## src/sv/ept_pkg.sv

```systemverilog
package ept_pkg;

  localparam int unsigned CORDIC_STAGES = 24;
  localparam int unsigned MULT_STAGES   = 4;
  // cordic row, sign fix-up stage, product pipeline
  localparam int unsigned PIPE_LAT      = CORDIC_STAGES + 1 + MULT_STAGES;

  localparam int unsigned ANG_W   = 16;
  localparam int unsigned POS_W   = 32;
  localparam int unsigned ROT_W   = 16;
  localparam int unsigned CW      = 34;  // cordic x/y/z datapath width
  localparam int unsigned QW      = 32;  // Q30 sine/cosine width
  localparam int unsigned PW      = 64;  // Q60 product width

  localparam int unsigned NUM_ANG = 3;
  localparam int unsigned NUM_ROT = 9;
  localparam int unsigned IN_W    = 3 * POS_W + NUM_ANG * ANG_W;
  localparam int unsigned OUT_W   = NUM_ROT * ROT_W + 3 * POS_W;

  // angle lane order
  localparam int unsigned ANG_ROLL  = 0;
  localparam int unsigned ANG_PITCH = 1;
  localparam int unsigned ANG_YAW   = 2;

  localparam logic signed [CW-1:0] KINV_Q30 = CW'(652032874);
  localparam logic signed [17:0]   ONE_Q14  = 18'sd16384;

  // arctangent of 2^-i, units of 2^-31 pi
  localparam logic [31:0] ATAN_TAB [CORDIC_STAGES] = '{
    32'h20000000, 32'h12E4051E, 32'h09FB385B, 32'h051111D4,
    32'h028B0D43, 32'h0145D7E1, 32'h00A2F61E, 32'h00517C55,
    32'h0028BE53, 32'h00145F2F, 32'h000A2F98, 32'h000517CC,
    32'h00028BE6, 32'h000145F3, 32'h0000A2FA, 32'h0000517D,
    32'h000028BE, 32'h0000145F, 32'h00000A30, 32'h00000518,
    32'h0000028C, 32'h00000146, 32'h000000A3, 32'h00000051
  };

  typedef struct packed {
    logic signed [CW-1:0] x;
    logic signed [CW-1:0] y;
    logic signed [CW-1:0] z;
    logic                 flip;
  } ept_lane_t;

  typedef struct packed {
    logic signed [QW-1:0] s;
    logic signed [QW-1:0] c;
  } ept_sc_t;

  function automatic logic signed [ROT_W-1:0] sat14(input logic signed [17:0] v);
    logic signed [ROT_W-1:0] r;
    if (v > ONE_Q14) begin
      r = ROT_W'(ONE_Q14);
    end else if (v < -ONE_Q14) begin
      r = ROT_W'(-ONE_Q14);
    end else begin
      r = v[ROT_W-1:0];
    end
    return r;
  endfunction

  // Q60 -> Q14, round half up, saturate to +-1.0
  function automatic logic signed [ROT_W-1:0] rnd46_sat(input logic signed [PW-1:0] v);
    logic signed [PW-1:0] t;
    t = v + (PW'(1) <<< 45);
    return sat14(t[PW-1:46]);
  endfunction

endpackage

```

## src/sv/ept_cordic_cell.sv

```systemverilog
module ept_cordic_cell
  import ept_pkg::*;
#(
  parameter int unsigned STAGE = 0
) (
  input  logic      clk_i,
  input  logic      en_i,
  input  ept_lane_t lane_i [NUM_ANG],
  output ept_lane_t lane_o [NUM_ANG]
);

  localparam logic signed [CW-1:0] ATAN_C = CW'(ATAN_TAB[STAGE]);

  ept_lane_t lane_d [NUM_ANG];
  ept_lane_t lane_q [NUM_ANG];

  always_comb begin
    for (int k = 0; k < NUM_ANG; k++) begin
      lane_d[k].flip = lane_i[k].flip;
      if (!lane_i[k].z[CW-1]) begin
        lane_d[k].x = lane_i[k].x - ($signed(lane_i[k].y) >>> STAGE);
        lane_d[k].y = lane_i[k].y + ($signed(lane_i[k].x) >>> STAGE);
        lane_d[k].z = lane_i[k].z - ATAN_C;
      end else begin
        lane_d[k].x = lane_i[k].x + ($signed(lane_i[k].y) >>> STAGE);
        lane_d[k].y = lane_i[k].y - ($signed(lane_i[k].x) >>> STAGE);
        lane_d[k].z = lane_i[k].z + ATAN_C;
      end
    end
  end

  always_ff @(posedge clk_i) begin
    if (en_i) begin
      lane_q <= lane_d;
    end
  end

  assign lane_o = lane_q;

endmodule

```

## config.mk

```make
export PLATFORM = sky130hd
export DESIGN_NAME = ept_cordic_cell
export DESIGN_NICKNAME = d
export VERILOG_FILES = /design/src/sv/ept_pkg.sv /design/src/sv/ept_cordic_cell.sv
export SDC_FILE = /design/constraint.sdc
export NUM_CORES = 1
export LEC_CHECK = 0
export BUFFER_PORTS_ARGS = -buffer_cell sky130_fd_sc_hd__buf_4
export CAP_MARGIN = 10
export CORE_AREA = 2 2 238 240
export CTS_CLUSTER_DIAMETER = 60
export CTS_CLUSTER_SIZE = 12
export DETAILED_ROUTE_END_ITERATION = 8
export DIE_AREA = 0 0 240 242
export PLACE_DENSITY_LB_ADDON = 0.3
export SLEW_MARGIN = 20
export SYNTH_ARGS = -nofsm -noshare
export SYNTH_HDL_FRONTEND = slang
export SYNTH_SLANG_ARGS = --single-unit
```

## constraint.sdc

```tcl
create_clock -name clk_i -period 6 [get_ports clk_i]
set_input_delay 0.9 -clock clk_i [delete_from_list [all_inputs] [get_ports clk_i]]
set_output_delay 0.9 -clock clk_i [all_outputs]
set_load 0.1 [all_outputs]
```

==> reports/qor.csv <==
metric;value;unit
status;finished clean;
commonest cells in the netlist;a21oi_1 (357), inv_1 (314), edfxtp_1 (306), ha_1 (306), nor2_1 (244);
max reg flops;306;
Core ar.;55700;um^2
initial antenna violation count;9;
area growth from synthesis to layout;23.5;%
LEAKAGE;14.8;nW
Tot Pwr;10.0;mW
Ys Warns;0;
GRT overflow;0;
initial core utilization;48.1;%
TNS Setup;0;ns
Clock power frac;21.7;%
largest delay contributor family on the critical path;compound AO/OA/AOI/OAI gates;
Root Driver;clkbuf_16;
Synth cell types;87;
Layout Nets;4181;
max-cap violations;0;
count leader, synth;a21oi_1;
routed len/inst;21.7;um
hold_sp;lane_i[234];
die width;240;um
Data arrival, critical path;4.43;ns
Detail Placement HPWL;74.8;mm
post-synth top area share;34.2;%
Post-synth EDFFs;306;
Post-CTS Resized;0;
worst slack, placed;1.45;ns
Async SR Flop Fraction;0;%
fmax;242;MHz
part of the power in registers;28.9;%
Non-Filler Instances;4334;
Crit-path slowest cell;a211oi_1;
Routed Antenna Nets;0;
die area;58100;um^2
Hold WS;0.510;ns
RSZ-0062 raised after global routing;no;
post-synth top area cell;edfxtp_1;
post-route cell area;33100;um^2
Placed Area;32000;um^2
share of cells above drive strength 1;20.3;%
drt pass-1 iters;6;
power density cells;302;nW/um^2
total wire length;94.0;mm
# Post-CTS Setup Buffers;0;
largest net degree at the start of global routing;121;
clk sinks;306;
startpoint types;input pin;
RD Place Congestion;1.01;
switch share;47.9;%
Num CTS Buffers;38;
die span in y;242;um
final hold violations;0;
cell area after synthesis;26800;um^2
number of H-tree levels;2;
Pins Over Slew Limit;0;
Clock Tree Buf Depth;3;
CP peak stage delay;0.67;ns
WS Path Type;input pin to flop;
PnR worst setup slack;1.87;ns
Syn Inst Count;3020;
synth top area cells;edfxtp_1 (34%), ha_1 (14%), a21oi_1 (6.7%);
Comb pwr share;49.4;%
Final min period;4.13;ns
Worst Path Buf+Inv;2;
top-level port count;620;
Post-Syn Nets;3649;
Final Cycle Share;68.9;%
Setup Viol. Count Final;0;
first-pass GRT wire length;141;mm
worst hold endpoint;lane_o[234];
Critical Path RT;6.29;ns
Reg clk slew, reported paths;0.07;ns
CTS tree;built;
Top FF cell, synth;edfxtp_1;
# hold bufs at CTS;0;
final core utilization;59.4;%
sequential cell area fraction in the yosys report;34.2;%
number of synthesized register bits;306;
Max IR drop VDD;0.264;mV
Port Buf Inserts;619;
vias per cell;5.88;
critical path endpoint category;flop;
total track usage;31.0;%
Vias;25481;
Min-Delay Path Class;input pin to flop;
vias in the first global route;24426;
DRC Markers;0;
Syn Area/Cell;8.89;um^2
FP Rows;87;
dpl cells;4268;
Filler cells;5011;
Worst Hold Path Cells;1;
CP max FO;13;
Switch Pwr;4.79;mW
worst slew pin tran;1.20;ns
worst-path cell chain;buf_4 > inv_1 > ha_1 > nor4_1 > nand2_1 > a21oi_1 > o21ai_1 > a21boi_0 > o2111ai_1 > a211oi_1 > a311oi_1 > xor2_1;
relative slew slack;19.2;%
DRT iter0 DRCs;2604;
Critical Path Source;lane_i[41];
Power Internal;5.20;mW
## per-layer routing
metal  global-route usage (%)  vias up  share of wire [%]
met5                        0        -              0.014
met4                     13.7        2                4.4
met3                     5.72      221                9.4
met2                     50.7     1459                 46
met1                     39.9    11917                 40
li1                         -    11882                  -
## cell type report
class                           instances  area (um^2)  area share [%]
Inverter                              320         1200            3.63
Timing Repair Buffer                  629         4750            14.4
Tap cell                              756          946            2.85
Sequential cell                       306         9190            27.7
Antenna cell                            7         17.5          0.0529
Multi-Input combinational cell       2257        15900            48.0
Clock inverter                         16          166           0.502
Clock buffer                           43          970            2.93
## power groups by stage
stage               registers, mW  clock network (mW)  logic (mW)
global route                 2.91                2.31        5.15
detailed placement           2.92                   0        4.87
global placement             2.91                   0        4.87
finish                       2.88                2.17        4.94
floorplan                    5.06                   0        1.47
CTS                          2.88                2.22        4.89
## cells by family (layout without fill, tap and decap cells)
logic type | after synthesis | count (layout) | share of synthesized area (%)
compound gates | 986 | 986 | 23.3
xor+xnor | 201 | 201 | 6.56
fa+ha+maj | 318 | 318 | 15.2
buf+inv | 457 | 1008 | 6.55
flops | 306 | 306 | 34.2
mux | 38 | 38 | 1.42
other cells | 0 | 7 | 0
simple gates | 714 | 714 | 12.8
## how the worst max path moves through the flow
stage                             end  slack (ns)  depth (start not counted)
final                      lane_o[67]        1.87                         12
after global routing       lane_o[67]        1.67                         12
after CTS                  lane_o[67]        1.99                         12
after detailed placement   lane_o[67]        1.45                         12
after global placement     lane_o[67]        1.53                         12
after floorplan           lane_o[274]        2.36                         12
## cells in the final DEF, fill, tap and decap left out, types with 12 or more instances in the layout
| cell type | synthesis | layout |
|---|---|---|
| ha_1 | 306 | 306 |
| a21boi_0 | 13 | 13 |
| nand2b_1 | 36 | 36 |
| o31ai_1 | 31 | 31 |
| nor3_1 | 63 | 63 |
| nor2_1 | 244 | 244 |
| or3_1 | 15 | 15 |
| o21a_1 | 32 | 32 |
| edfxtp_1 | 306 | 306 |
| mux2i_1 | 37 | 37 |
| o21ai_0 | 189 | 189 |
| a21oi_1 | 357 | 357 |
| nand2_1 | 153 | 153 |
| or2_2 | 14 | 14 |
| a31oi_1 | 18 | 18 |
| a211oi_1 | 30 | 30 |
| clkbuf_16 | 0 | 38 |
| o211ai_1 | 28 | 28 |
| fa_1 | 12 | 12 |
| and3_1 | 14 | 14 |
| xor2_1 | 31 | 31 |
| xnor2_1 | 170 | 170 |
| nor4_1 | 25 | 25 |
| nor2b_1 | 38 | 38 |
| inv_1 | 314 | 313 |
| a21o_1 | 81 | 81 |
| o21bai_1 | 50 | 50 |
| buf_4 | 3 | 626 |
| nand3_1 | 36 | 36 |
| nand4_1 | 33 | 33 |
(Power assumes the default switching activity.)
